## src/hdl/qjt_pkg.sv

```systemverilog
// Shared types, constants and helpers for the quintic joint trajectory block.
// Holds the word formats, the micro-op program and the fixed-point saturation helpers.
// No dependencies.
package qjt_pkg;

  localparam int W    = 48;
  localparam int MAGW = 96;
  localparam int PC_W = 6;

  typedef struct packed {
    logic              func;
    logic [2:0]        joint;
    logic signed [W-1:0] now_time;
    logic signed [W-1:0] start_time;
    logic signed [W-1:0] start_pos;
    logic signed [W-1:0] start_vel;
    logic signed [W-1:0] start_acc;
    logic signed [W-1:0] end_time;
    logic signed [W-1:0] end_pos;
    logic signed [W-1:0] end_vel;
    logic signed [W-1:0] end_acc;
  } cmd_word_t;

  typedef struct packed {
    logic signed [W-1:0] position;
    logic [1:0]          status;
  } rsp_word_t;

  localparam logic FUNC_PLAN   = 1'b0;
  localparam logic FUNC_SAMPLE = 1'b1;

  localparam logic [1:0] ST_SAMPLE_OK  = 2'd0;
  localparam logic [1:0] ST_PLAN_OK    = 2'd1;
  localparam logic [1:0] ST_PLAN_REJ   = 2'd2;
  localparam logic [1:0] ST_SATURATED  = 2'd3;

  typedef enum logic [2:0] {
    OP_MOV, OP_ADD, OP_SUB, OP_SCL, OP_MUL, OP_DIV, OP_HALF
  } op_e;

  // operand codes: temps, coefficients of the addressed joint, input fields
  typedef logic [4:0] opnd_t;
  localparam opnd_t T0 = 5'd0;
  localparam opnd_t T1 = 5'd1;
  localparam opnd_t T2 = 5'd2;
  localparam opnd_t T3 = 5'd3;
  localparam opnd_t T4 = 5'd4;
  localparam opnd_t T5 = 5'd5;
  localparam opnd_t C0 = 5'd8;
  localparam opnd_t C1 = 5'd9;
  localparam opnd_t C2 = 5'd10;
  localparam opnd_t C3 = 5'd11;
  localparam opnd_t C4 = 5'd12;
  localparam opnd_t C5 = 5'd13;
  localparam opnd_t I_NOW = 5'd16;
  localparam opnd_t I_ST  = 5'd17;
  localparam opnd_t I_SP  = 5'd18;
  localparam opnd_t I_VS  = 5'd19;
  localparam opnd_t I_AS  = 5'd20;
  localparam opnd_t I_ET  = 5'd21;
  localparam opnd_t I_EP  = 5'd22;
  localparam opnd_t I_VF  = 5'd23;
  localparam opnd_t I_AF  = 5'd24;

  typedef struct packed {
    op_e               op;
    opnd_t             dst;
    opnd_t             a;
    opnd_t             b;
    logic signed [6:0] k;
  } instr_t;

  localparam logic [PC_W-1:0] PLAN_PC0  = 6'd0;
  localparam logic [PC_W-1:0] PLAN_LAST = 6'd49;
  localparam logic [PC_W-1:0] SAMP_PC0  = 6'd50;
  localparam logic [PC_W-1:0] SAMP_LAST = 6'd61;

  typedef enum logic [2:0] {
    S_IDLE, S_DECIDE, S_ISSUE, S_START, S_WAIT, S_WB, S_FINISH
  } state_e;

  typedef struct packed {
    logic   load;
    logic   start;
    logic   write;
    logic   commit;
    logic   emit;
    instr_t instr;
  } dp_cmd_t;

  typedef struct packed {
    logic bad;
    logic busy;
    logic out_hold;
    logic func;
  } dp_stat_t;

  typedef struct packed {
    logic              sat;
    logic signed [W-1:0] val;
  } sres_t;

  function automatic instr_t mk(op_e op, opnd_t dst, opnd_t a, opnd_t b,
                                logic signed [6:0] k);
    instr_t i;
    i.op = op; i.dst = dst; i.a = a; i.b = b; i.k = k;
    return i;
  endfunction

  // micro-op program: plan 0..49, sample 50..61
  function automatic instr_t rom(logic [PC_W-1:0] pc);
    instr_t i;
    unique case (pc)
      6'd0:  i = mk(OP_SUB,  T0, I_ET, I_ST, 7'sd0);
      6'd1:  i = mk(OP_SUB,  T1, I_EP, I_SP, 7'sd0);
      6'd2:  i = mk(OP_MUL,  T2, T0,   T0,   7'sd0);
      6'd3:  i = mk(OP_SCL,  T3, T1,   T1,   7'sd20);
      6'd4:  i = mk(OP_SCL,  T4, I_VF, I_VF, 7'sd8);
      6'd5:  i = mk(OP_SCL,  T5, I_VS, I_VS, 7'sd12);
      6'd6:  i = mk(OP_ADD,  T4, T4,   T5,   7'sd0);
      6'd7:  i = mk(OP_MUL,  T4, T4,   T0,   7'sd0);
      6'd8:  i = mk(OP_SUB,  T3, T3,   T4,   7'sd0);
      6'd9:  i = mk(OP_SCL,  T4, I_AS, I_AS, 7'sd3);
      6'd10: i = mk(OP_SUB,  T4, T4,   I_AF, 7'sd0);
      6'd11: i = mk(OP_MUL,  T4, T4,   T2,   7'sd0);
      6'd12: i = mk(OP_SUB,  T3, T3,   T4,   7'sd0);
      6'd13: i = mk(OP_DIV,  T3, T3,   T0,   7'sd0);
      6'd14: i = mk(OP_DIV,  T3, T3,   T0,   7'sd0);
      6'd15: i = mk(OP_DIV,  T3, T3,   T0,   7'sd0);
      6'd16: i = mk(OP_HALF, C3, T3,   T3,   7'sd0);
      6'd17: i = mk(OP_SCL,  T3, T1,   T1,   -7'sd30);
      6'd18: i = mk(OP_SCL,  T4, I_VF, I_VF, 7'sd14);
      6'd19: i = mk(OP_SCL,  T5, I_VS, I_VS, 7'sd16);
      6'd20: i = mk(OP_ADD,  T4, T4,   T5,   7'sd0);
      6'd21: i = mk(OP_MUL,  T4, T4,   T0,   7'sd0);
      6'd22: i = mk(OP_ADD,  T3, T3,   T4,   7'sd0);
      6'd23: i = mk(OP_SCL,  T4, I_AS, I_AS, 7'sd3);
      6'd24: i = mk(OP_SCL,  T5, I_AF, I_AF, 7'sd2);
      6'd25: i = mk(OP_SUB,  T4, T4,   T5,   7'sd0);
      6'd26: i = mk(OP_MUL,  T4, T4,   T2,   7'sd0);
      6'd27: i = mk(OP_ADD,  T3, T3,   T4,   7'sd0);
      6'd28: i = mk(OP_DIV,  T3, T3,   T0,   7'sd0);
      6'd29: i = mk(OP_DIV,  T3, T3,   T0,   7'sd0);
      6'd30: i = mk(OP_DIV,  T3, T3,   T0,   7'sd0);
      6'd31: i = mk(OP_DIV,  T3, T3,   T0,   7'sd0);
      6'd32: i = mk(OP_HALF, C4, T3,   T3,   7'sd0);
      6'd33: i = mk(OP_SCL,  T3, T1,   T1,   7'sd12);
      6'd34: i = mk(OP_ADD,  T4, I_VF, I_VS, 7'sd0);
      6'd35: i = mk(OP_SCL,  T4, T4,   T4,   7'sd6);
      6'd36: i = mk(OP_MUL,  T4, T4,   T0,   7'sd0);
      6'd37: i = mk(OP_SUB,  T3, T3,   T4,   7'sd0);
      6'd38: i = mk(OP_SUB,  T4, I_AF, I_AS, 7'sd0);
      6'd39: i = mk(OP_MUL,  T4, T4,   T2,   7'sd0);
      6'd40: i = mk(OP_ADD,  T3, T3,   T4,   7'sd0);
      6'd41: i = mk(OP_DIV,  T3, T3,   T0,   7'sd0);
      6'd42: i = mk(OP_DIV,  T3, T3,   T0,   7'sd0);
      6'd43: i = mk(OP_DIV,  T3, T3,   T0,   7'sd0);
      6'd44: i = mk(OP_DIV,  T3, T3,   T0,   7'sd0);
      6'd45: i = mk(OP_DIV,  T3, T3,   T0,   7'sd0);
      6'd46: i = mk(OP_HALF, C5, T3,   T3,   7'sd0);
      6'd47: i = mk(OP_MOV,  C0, I_SP, I_SP, 7'sd0);
      6'd48: i = mk(OP_MOV,  C1, I_VS, I_VS, 7'sd0);
      6'd49: i = mk(OP_HALF, C2, I_AS, I_AS, 7'sd0);
      6'd50: i = mk(OP_SUB,  T0, I_NOW, I_ST, 7'sd0);
      6'd51: i = mk(OP_MOV,  T1, C5,   C5,   7'sd0);
      6'd52: i = mk(OP_MUL,  T1, T1,   T0,   7'sd0);
      6'd53: i = mk(OP_ADD,  T1, C4,   T1,   7'sd0);
      6'd54: i = mk(OP_MUL,  T1, T1,   T0,   7'sd0);
      6'd55: i = mk(OP_ADD,  T1, C3,   T1,   7'sd0);
      6'd56: i = mk(OP_MUL,  T1, T1,   T0,   7'sd0);
      6'd57: i = mk(OP_ADD,  T1, C2,   T1,   7'sd0);
      6'd58: i = mk(OP_MUL,  T1, T1,   T0,   7'sd0);
      6'd59: i = mk(OP_ADD,  T1, C1,   T1,   7'sd0);
      6'd60: i = mk(OP_MUL,  T1, T1,   T0,   7'sd0);
      6'd61: i = mk(OP_ADD,  T1, C0,   T1,   7'sd0);
      default: i = mk(OP_MOV, T5, T5, T5, 7'sd0);
    endcase
    return i;
  endfunction

  function automatic logic [W-1:0] mag48(logic signed [W-1:0] x);
    return x[W-1] ? W'(-x) : W'(x);
  endfunction

  // clamp a wide signed value into the 48-bit range
  function automatic sres_t clamp64(logic signed [63:0] x);
    sres_t r;
    r.sat = 1'b0;
    if (x > 64'sh0000_7FFF_FFFF_FFFF) begin
      r.sat = 1'b1;
      r.val = 48'sh7FFF_FFFF_FFFF;
    end else if (x < -64'sh0000_8000_0000_0000) begin
      r.sat = 1'b1;
      r.val = 48'sh8000_0000_0000;
    end else begin
      r.val = W'(x);
    end
    return r;
  endfunction

  // sign and magnitude back to two's complement, saturating
  function automatic sres_t from_mag(logic neg, logic [MAGW-1:0] m);
    sres_t r;
    r.sat = 1'b0;
    if (neg) begin
      if (m > MAGW'(48'h8000_0000_0000)) begin
        r.sat = 1'b1;
        r.val = 48'sh8000_0000_0000;
      end else begin
        r.val = W'(48'd0 - m[W-1:0]);
      end
    end else begin
      if (m > MAGW'(48'h7FFF_FFFF_FFFF)) begin
        r.sat = 1'b1;
        r.val = 48'sh7FFF_FFFF_FFFF;
      end else begin
        r.val = m[W-1:0];
      end
    end
    return r;
  endfunction

endpackage

```

## src/hdl/qjt_ctrl.sv

```systemverilog
// Sequencer for the quintic joint trajectory block.
// Steps the micro-op program and drives the datapath; uses qjt_pkg.
module qjt_ctrl (
  input  logic              clk,
  input  logic              rst,
  input  logic              cmd_valid,
  output logic              cmd_ready,
  input  qjt_pkg::dp_stat_t stat,
  output qjt_pkg::dp_cmd_t  cmd
);

  qjt_pkg::state_e            state, state_next;
  logic [qjt_pkg::PC_W-1:0]   pc, pc_next;
  logic [qjt_pkg::PC_W-1:0]   last_pc;

  assign last_pc = (stat.func == qjt_pkg::FUNC_SAMPLE) ? qjt_pkg::SAMP_LAST
                                                        : qjt_pkg::PLAN_LAST;

  always_ff @(posedge clk) begin
    if (rst) begin
      state <= qjt_pkg::S_IDLE;
      pc    <= '0;
    end else begin
      state <= state_next;
      pc    <= pc_next;
    end
  end

  always_comb begin
    state_next = state;
    pc_next    = pc;
    unique case (state)
      qjt_pkg::S_IDLE:   if (cmd_valid) state_next = qjt_pkg::S_DECIDE;
      qjt_pkg::S_DECIDE: begin
        pc_next = (stat.func == qjt_pkg::FUNC_SAMPLE) ? qjt_pkg::SAMP_PC0
                                                       : qjt_pkg::PLAN_PC0;
        state_next = stat.bad ? qjt_pkg::S_FINISH : qjt_pkg::S_ISSUE;
      end
      qjt_pkg::S_ISSUE:  state_next = qjt_pkg::S_START;
      qjt_pkg::S_START:  state_next = qjt_pkg::S_WAIT;
      qjt_pkg::S_WAIT:   if (!stat.busy) state_next = qjt_pkg::S_WB;
      qjt_pkg::S_WB: begin
        pc_next    = pc + 1'b1;
        state_next = (pc == last_pc) ? qjt_pkg::S_FINISH : qjt_pkg::S_ISSUE;
      end
      qjt_pkg::S_FINISH: if (!stat.out_hold) state_next = qjt_pkg::S_IDLE;
      default:           state_next = qjt_pkg::S_IDLE;
    endcase
  end

  always_comb begin
    cmd_ready  = (state == qjt_pkg::S_IDLE);
    cmd.load   = (state == qjt_pkg::S_IDLE) && cmd_valid;
    cmd.start  = (state == qjt_pkg::S_START);
    cmd.write  = (state == qjt_pkg::S_WB);
    cmd.emit   = (state == qjt_pkg::S_FINISH) && !stat.out_hold;
    cmd.commit = cmd.emit && (stat.func == qjt_pkg::FUNC_PLAN) && !stat.bad;
    cmd.instr  = qjt_pkg::rom(pc);
  end

endmodule

```

## config.mk

```make
export PLATFORM = sky130hd
export DESIGN_NAME = qjt_ctrl
export DESIGN_NICKNAME = d
export VERILOG_FILES = /design/src/hdl/qjt_pkg.sv /design/src/hdl/qjt_ctrl.sv
export SDC_FILE = /design/constraint.sdc
export NUM_CORES = 1
export LEC_CHECK = 0
export ABC_CLOCK_PERIOD_IN_PS = 3700
export BUFFER_PORTS_ARGS = -buffer_cell sky130_fd_sc_hd__buf_2
export CORE_AREA = 2 2 87 89
export CTS_CLUSTER_SIZE = 16
export DETAILED_ROUTE_END_ITERATION = 7
export DIE_AREA = 0 0 89 91
export GPL_ROUTABILITY_DRIVEN = 0
export PLACE_DENSITY_LB_ADDON = 0.08
export SKIP_LAST_GASP = 1
export SLEW_MARGIN = 30
export SYNTH_ARGS = -nofsm -noshare
export SYNTH_HDL_FRONTEND = slang
export SYNTH_SLANG_ARGS = --single-unit
```

## constraint.sdc

```tcl
create_clock -name clk -period 3.7 [get_ports clk]
set_input_delay 0 -clock clk [delete_from_list [all_inputs] [get_ports clk]]
set_output_delay 0 -clock clk [all_outputs]
set_load 0.1 [all_outputs]
```

==> results of run 1 <==
[cell type report]
class,instances,area (um2)
fillers,760,4044
multi-input cells,290,1876
flip-flops and latches,32,640.6
repair buffers,49,280.3
well taps,99,123.9
clock buffers,5,68.82
inverters,15,61.31
clock inverters,3,42.54
[power by group]
part / switching [mW] / leakage [nW] / internal (mW)
clock network: 0.144 / 0.0541 / 0.199
logic: 0.467 / 0.966 / 0.121
registers: 0.0229 / 0.262 / 0.385
[kinds of logic after synthesis]
kind of cell / Yosys count / share of synthesized area
fa+ha+maj: 10 / 0.04466
mux: 6 / 0.02144
buf+inv: 52 / 0.1036
other cells: 1 / 0.001339
simple gates: 137 / 0.2550
flops: 32 / 0.2287
compound gates: 136 / 0.3453
[worst paths after layout]
check                 start  slack (ps)       end
setup / recovery   state[1]         390    cmd[9]
hold / removal    cmd_valid           9  state[0]
setup reg to reg   state[1]         390    cmd[9]
hold reg to reg    state[0]         700  state[0]
[routing by layer]
layer,track usage,routed length (um)
met1,0.3566,4164
met5,0,0
met4,0.08706,329
met3,0.04455,1085
met2,0.3383,4079
[through the flow]
stage,hold WS [ps],utilization
finish,9.271,0.4334
global route,79.85,0.4334
CTS,7.425,0.4334
detailed placement,289.1,0.4164
global placement,284.8,0.4164
floorplan,183.2,-
[tightest hold or removal path: stages]
cell and delay [ps]:
buf_2 90, o31ai_1 50, nor3_1 110
[synth_stat cells (8+ instances only)]
cell type  count
a21oi_1       21
buf_2         14
buf_4          9
clkbuf_1       8
dfxtp_1       32
ha_1          10
inv_1          9
nand2_1       29
nand3_1       18
nor2_1        34
nor3_1         9
o211ai_1       9
o21ai_0       31
[state kept, by name, indices dropped and copies added, names as in the netlist]
register,count
state,3
cmd,23
pc,6
==> impl_metrics.py, run 1 <==
metrics = {
    "outcome": {
        "status": "completed",
    },
    "drt": {
        "first_pass_iters": 6,
        "vias": 3122,
        "avgViaCountPerCell": 6.333,
        "drc": 0,
        "drtAntennaViolNets": 0,
        "drt_wl_total_um": 9658,
        "post_drt_wl_per_cell_um": 19.59,
        "drt_iter0_drc": 667,
    },
    "yosys": {
        "synth.largest_area_cell": "dfxtp_1",
        "seq_area_frac_synth": 0.2287,
        "syn_nets": 391,
        "ys_types": 75,
        "yosysWarnings": 0,
        "netlist_instances": 374,
        "synth.area.top_cells": "dfxtp_1 23%, o21ai_0 5.5%, nor2_1 4.6%, ha_1 4.5%, nand2_1 3.9%",
        "ys.flop_type": "dfxtp_1",
        "synth_top_area_frac": 0.2287,
        "ys_seq_elements": 32,
        "synth_enable_flop_cells": 0,
        "syn_area_um2": 2801,
        "avgSynthCellArea_um2": 7.490,
        "async_reset_ff_frac": 0,
    },
    "timing": {
        "tightest_slew_ps": 866.6,
        "slew_headroom": 0.4196,
        "rsz0062_at_grt": "no",
        "setup_viol": 0,
        "fin_skew_ps": 2.835,
        "max_freq_ghz": 0.3019,
        "min_period_ps": 3313,
        "setup_tns_ps": 0,
        "slew_viol_final": 0,
        "hold_viol": 0,
        "timing.final.ws_setup_ps": 387.4,
        "period_share": 0.8953,
    },
    "floorplan": {
        "coreArea_um2": 7137,
        "die_area_um2": 8099,
        "die_h_um": 91,
        "chipWidth_um": 89,
        "start_util": 0.3925,
        "rows": 31,
        "pin_count": 38,
    },
    "critical_path": {
        "critical_path.top_delay_family": "simple AND/OR/NAND/NOR gates",
        "cp-end-kind": "register",
        "crit_arrival_ps": 3490,
        "critical_path.max_fanout": 14,
        "critical_path.max_stage_delay_ps": 530,
        "worstPathRequired_ps": 3870,
        "path_depth": 10,
        "cp-start-kind": "register",
        "path_cells": "nand2b_1 -> nand2_1 -> and2_0 -> nor2_1 -> inv_1 -> ha_1 -> and3_1 -> a311o_1 -> o211ai_1 -> o21ai_1",
        "path_buf_inv": 1,
        "reg2reg_depth": 10,
        "path_class": "reg2reg",
        "crit_path_top_delay_cell": "dfxtp_1",
    },
    "place": {
        "port_buffers": 36,
        "place_area_um2": 2972,
        "dp_cells": 484,
        "hpwl_um": 6678,
        "pre_cts_slack_ps": 523.7,
    },
    "global_route": {
        "grt_use_total": 0.2393,
        "antenna_found_initial": 0,
        "grt_max_degree": 22,
        "grt-ovfl-total": 0,
        "grt_pass1_wl_um": 15120,
        "grt_pass1_vias": 2907,
    },
    "power": {
        "max-vdd-ir-drop_mv": 0.2035,
        "total_power_mw": 1.339,
        "leakagePower_nw": 1.282,
        "power_density_nw_per_um2": 432.9,
    },
    "clock_network": {
        "cts_tree": "yes",
        "cts-root-buf": "clkbuf_8",
        "cts_made_buffers": 5,
        "cts_hold_buf": 1,
        "worstSkewPairLatency_ps": 290,
        "cts_sinks": 32,
        "cts_max_path_buffers": 2,
        "postCtsSetupBuffers": 0,
        "clk_pin_slew_ps": 70,
        "htree_levels": 2,
        "postCtsResizedCells": 0,
    },
    "run": {
        "drv_cap": 0,
    },
    "worst_hold_path": {
        "holdPathStages": 3,
        "hold_path_class": "in2reg",
    },
    "cells_and_area": {
        "areaGrowthSynthToFinish_pct": 10.41,
        "final_area_um2": 3093,
        "antenna_cells": 0,
        "mostFrequentLayoutCells": "36 x buf_2, 34 x nor2_1, 32 x dfxtp_1",
        "final_cell_count_no_fill": 493,
        "nets": 410,
        "final_common_cell": "buf_2",
        "final_layout_size_suffix_gt1_frac": 0.2005,
    },
}
Note: power is estimated with default switching activity, not from simulation.
==> run 2: changes to the inputs <==
--- a/config.mk
+++ b/config.mk
@@ -5,7 +5,7 @@
 export SDC_FILE = /design/constraint.sdc
 export NUM_CORES = 1
 export LEC_CHECK = 0
-export ABC_CLOCK_PERIOD_IN_PS = 3700
+export ABC_CLOCK_PERIOD_IN_PS = 3480
 export BUFFER_PORTS_ARGS = -buffer_cell sky130_fd_sc_hd__buf_2
 export CORE_AREA = 2 2 87 89
 export CTS_CLUSTER_SIZE = 16
==> constraint.sdc (replaced) <==
create_clock -name clk -period 3.48 [get_ports clk]
set_input_delay 0 -clock clk [delete_from_list [all_inputs] [get_ports clk]]
set_output_delay 0 -clock clk [all_outputs]
set_load 0.1 [all_outputs]
==> impl_metrics.py, run 2 (synthesis gave the netlist of run 1 again) <==
metrics = {
    "outcome": {
        "status": "completed",
    },
    "timing": {
        "setup_viol": 0,
        "min_period_ps": 3216,
        "max_freq_ghz": 0.3109,
        "slew_viol_final": 0,
        "hold_viol": 0,
        "tightest_slew_ps": 734.7,
        "timing.final.ws_setup_ps": 264.0,
        "fin_hold_ws_ps": 12.13,
        "setup_tns_ps": 0,
        "rsz0062_at_grt": "no",
        "fin_skew_ps": 9.570,
        "period_share": 0.9241,
        "slew_headroom": 0.5072,
    },
    "critical_path": {
        "critical_path.max_fanout": 14,
        "critical_path.max_stage_delay_ps": 540,
        "path_buf_inv": 1,
        "path_cells": "nand2b_1 -> nand2_1 -> and2_0 -> nor2_1 -> inv_1 -> ha_1 -> and3_1 -> a311o_1 -> o211ai_1 -> o21ai_1",
        "crit_path_top_delay_cell": "dfxtp_1",
        "worstPathRequired_ps": 3660,
        "path_class": "reg2reg",
        "crit_arrival_ps": 3400,
        "critical_path.top_delay_family": "simple AND/OR/NAND/NOR gates",
        "cp-end-kind": "register",
        "cp-start-kind": "register",
    },
    "place": {
        "place_area_um2": 2984,
        "hpwl_um": 6720,
        "dp_cells": 485,
        "pre_cts_slack_ps": 334.0,
        "port_buffers": 36,
    },
    "cells_and_area": {
        "final.fill_count": 771,
        "antenna_cells": 0,
        "final_cell_count_no_fill": 494,
        "final_common_cell": "buf_2",
        "multi_input_area_um2": 1881,
        "areaGrowthSynthToFinish_pct": 10.85,
        "final_layout_size_suffix_gt1_frac": 0.2051,
        "seq_area_um2": 640.6,
        "final_area_um2": 3105,
        "mostFrequentLayoutCells": "36 x buf_2, 34 x nor2_1, 32 x dfxtp_1",
        "nets": 411,
        "largest_reg_flops": 23,
    },
    "clock_network": {
        "worstSkewPairLatency_ps": 300,
        "cts_tree": "yes",
        "cts_made_buffers": 5,
        "cts-root-buf": "clkbuf_8",
        "cts_max_path_buffers": 2,
        "postCtsSetupBuffers": 0,
        "htree_levels": 2,
        "cts_sinks": 32,
        "clk_pin_slew_ps": 80,
    },
    "drt": {
        "first_pass_iters": 6,
        "drt_wl_total_um": 9694,
        "avgViaCountPerCell": 6.439,
        "vias": 3181,
        "drt_iter0_drc": 629,
        "drtAntennaViolNets": 0,
        "post_drt_wl_per_cell_um": 19.62,
        "drc": 0,
    },
    "global_route": {
        "grt_pass1_wl_um": 15350,
        "grt-ovfl-total": 0,
        "grt_use_total": 0.2424,
        "grt_pass1_vias": 2869,
        "antenna_found_initial": 0,
        "grt_max_degree": 27,
    },
    "worst_hold_path": {
        "hold_path_class": "in2reg",
    },
    "power": {
        "leakagePower_nw": 1.288,
        "max-vdd-ir-drop_mv": 0.2267,
        "power_density_nw_per_um2": 458.1,
    },
    "floorplan": {
        "rows": 31,
        "die_h_um": 91,
        "start_util": 0.3925,
        "pin_count": 38,
        "die_area_um2": 8099,
        "chipWidth_um": 89,
        "coreArea_um2": 7137,
    },
    "run": {
        "drv_cap": 0,
    },
}
==> run 2: changes by cell type in the layout (fill, tap and decap cells not counted), sizes merged <==
cell and delta:
buf +1
==> run 2: metrics by stage <==
| step | total power, mW | util |
|---|---|---|
| after global routing | 1.482 | 0.4351 |
| after global placement | 1.059 | 0.4181 |
| after floorplan | 0.9540 | - |
| after CTS | 1.425 | 0.4351 |
| after detailed placement | 1.053 | 0.4181 |
| final | 1.423 | 0.4351 |
==> run 2: where the power goes <==
part | leakage [nW] | switching [mW] | total [mW] | internal (mW)
combinational | 0.972 | 0.494 | 0.621 | 0.127
sequential | 0.262 | 0.0244 | 0.434 | 0.409
clock | 0.0541 | 0.156 | 0.368 | 0.212
total | 1.29 | 0.674 | 1.42 | 0.748
==> run 2: final timing paths <==
path	end	cells past startpoint	from	slack (ps)
worst max register to register	cmd[9]	10	state[1]	260
worst min-delay path	state[0]	3	cmd_valid	10
worst min register to register	state[2]	2	state[2]	670
worst max-delay path	cmd[9]	10	state[1]	260
==> run 2: worst register-to-register path, stage by stage, from the launching register on <==
cell,delay (ps)
dfxtp_1,540
nand2b_1,400
nand2_1,140
and2_0,270
nor2_1,340
inv_1,160
ha_1,380
and3_1,240
a311o_1,340
o211ai_1,200
o21ai_1,100
==> run 2: what timing repair did <==
item	CTS	global route
gates resized for setup	0	0
hold buffers	1	0
hold endpoints to repair	1	0
==> run 2: area by class of cell <==
| class | count | area share |
|---|---|---|
| Clock inverter | 3 | 0.01370 |
| Inverter | 15 | 0.01974 |
| Tap cell | 99 | 0.03989 |
| Sequential cell | 32 | 0.2063 |
| Clock buffer | 5 | 0.02216 |
| Multi-Input combinational cell | 290 | 0.6056 |
| Timing Repair Buffer | 50 | 0.09267 |
==> run 2: routing by layer <==
| metal | track usage | vias to the layer above | wire length (um) | part of all wire |
|---|---|---|---|---|
| met5 | 0 | - | 0 | 0 |
| met4 | 0.1032 | 0 | 437 | 0.045 |
| met3 | 0.05091 | 53 | 1150 | 0.12 |
| met2 | 0.3364 | 249 | 3927 | 0.41 |
| met1 | 0.3566 | 1455 | 4178 | 0.43 |
| li1 | - | 1424 | - | - |
==> run 3: changes to the inputs <==
--- a/config.mk
+++ b/config.mk
@@ -12,6 +12,7 @@
 export DETAILED_ROUTE_END_ITERATION = 7
 export DIE_AREA = 0 0 89 91
 export GPL_ROUTABILITY_DRIVEN = 0
+export HOLD_SLACK_MARGIN = 0.05
 export PLACE_DENSITY_LB_ADDON = 0.08
 export SKIP_LAST_GASP = 1
 export SLEW_MARGIN = 30
==> impl_metrics.py, run 3 (synthesis gave the netlist of run 1 again) <==
metrics = {
    "outcome": {
        "status": "completed",
    },
    "floorplan": {
        "chipWidth_um": 89,
        "pin_count": 38,
        "die_area_um2": 8099,
        "die_h_um": 91,
        "rows": 31,
        "coreArea_um2": 7137,
        "start_util": 0.3925,
    },
    "clock_network": {
        "cts-root-buf": "clkbuf_8",
        "cts_made_buffers": 5,
        "htree_levels": 2,
        "worstSkewPairLatency_ps": 290,
        "clk_pin_slew_ps": 80,
        "postCtsResizedCells": 0,
        "cts_max_path_buffers": 2,
        "cts_sinks": 32,
        "cts_tree": "yes",
    },
    "timing": {
        "setup_viol": 0,
        "min_period_ps": 3204,
        "hold_viol": 0,
        "rsz0062_at_grt": "no",
        "timing.final.ws_setup_ps": 275.9,
        "period_share": 0.9207,
        "fin_skew_ps": 6.124,
        "tightest_slew_ps": 747.5,
        "max_freq_ghz": 0.3121,
        "setup_tns_ps": 0,
        "slew_viol_final": 0,
        "slew_headroom": 0.4987,
    },
    "drt": {
        "drt_wl_total_um": 9644,
        "drtAntennaViolNets": 0,
        "post_drt_wl_per_cell_um": 19.48,
        "drt_iter0_drc": 693,
        "avgViaCountPerCell": 6.448,
        "drc": 0,
        "first_pass_iters": 6,
        "vias": 3192,
    },
    "place": {
        "port_buffers": 36,
        "dp_cells": 485,
        "hpwl_um": 6720,
        "pre_cts_slack_ps": 334.0,
    },
    "critical_path": {
        "cp-end-kind": "register",
        "crit_path_top_delay_cell": "dfxtp_1",
        "critical_path.max_fanout": 14,
        "path_class": "reg2reg",
        "worstPathRequired_ps": 3660,
        "critical_path.max_stage_delay_ps": 540,
        "cp-start-kind": "register",
        "r2r-start": "state[1]",
        "cp-startpoint": "state[1]",
        "path_cells": "nand2b_1 -> nand2_1 -> and2_0 -> nor2_1 -> inv_1 -> ha_1 -> and3_1 -> a311o_1 -> o211ai_1 -> o21ai_1",
        "crit_arrival_ps": 3380,
    },
    "power": {
        "max-vdd-ir-drop_mv": 0.2252,
        "total_power_mw": 1.424,
        "power_density_nw_per_um2": 456.9,
        "leakagePower_nw": 1.293,
    },
    "cells_and_area": {
        "antenna_cells": 0,
        "final_layout_size_suffix_gt1_frac": 0.2045,
        "final_common_cell": "buf_2",
        "areaGrowthSynthToFinish_pct": 11.21,
        "final_cell_count_no_fill": 495,
        "mostFrequentLayoutCells": "36 x buf_2, 34 x nor2_1, 32 x dfxtp_1",
        "nets": 412,
        "largest_reg_flops": 23,
    },
    "worst_hold_path": {
        "hp-start": "stat[1]",
        "hold_path_class": "in2reg",
    },
    "global_route": {
        "grt_max_degree": 27,
        "grt_pass1_vias": 2872,
        "antenna_found_initial": 0,
        "grt-ovfl-total": 0,
        "grt_use_total": 0.2424,
        "grt_pass1_wl_um": 15350,
    },
    "run": {
        "drv_cap": 0,
    },
}
==> run 3: cell types whose count changed in the layout (fill, tap and decap cells not counted), sizes merged <==
| cell | before | now |
|---|---|---|
| dlygate4sd3 | 1 | 2 |
==> run 3: power breakdown <==
part / switching (mW) / internal (mW) / leakage [nW]
Combinational: 0.494 / 0.129 / 0.976
Sequential: 0.0244 / 0.409 / 0.262
Clock: 0.154 / 0.212 / 0.0541
==> run 3: per-stage QoR <==
stage	util	hold slack, ps	area, um2
CTS	0.4365	66.20	3115
finish	0.4365	80.90	3115
floorplan	-	183.2	2811
detailed placement	0.4181	303.9	2984
global route	0.4365	103.5	3115
global placement	0.4181	293.4	2984
==> run 3: area by class of cell <==
cell class	count	area [um2]
fillers	770	4021
inverters	15	61.31
well taps	99	123.9
repair buffers	51	297.8
clock buffers	5	68.82
multi-input cells	290	1881
clock inverters	3	42.54
flip-flops and latches	32	640.6
==> run 3: critical path: cells and delay by family, from the launching register on <==
family	cells	cell delay (ps)
flops	1	540
buf+inv	1	160
simple gates	5	1370
compound gates	3	630
fa+ha+maj	1	380
==> run 3: per-layer routing <==
layer | vias up | share of wire | GRT usage
met5 | - | 0 | 0
met4 | 0 | 0.040 | 0.1032
met3 | 46 | 0.11 | 0.05091
met2 | 259 | 0.42 | 0.3364
met1 | 1464 | 0.43 | 0.3566
li1 | 1423 | - | -
==> run 3: worst paths after layout <==
| path | to | slack [ps] | depth (start not counted) |
|---|---|---|---|
| setup reg to reg | cmd[9] | 280 | 10 |
| hold reg to reg | state[2] | 680 | 2 |
| hold / removal | state[1] | 80 | 3 |
| setup / recovery | cmd[9] | 280 | 10 |
==> run 3: repair_timing <==
item | 4_1_cts | 5_1_grt
hold buffers | 2 | 0
setup buffers | 0 | 0
endpoints found under the hold margin | 1 | 0
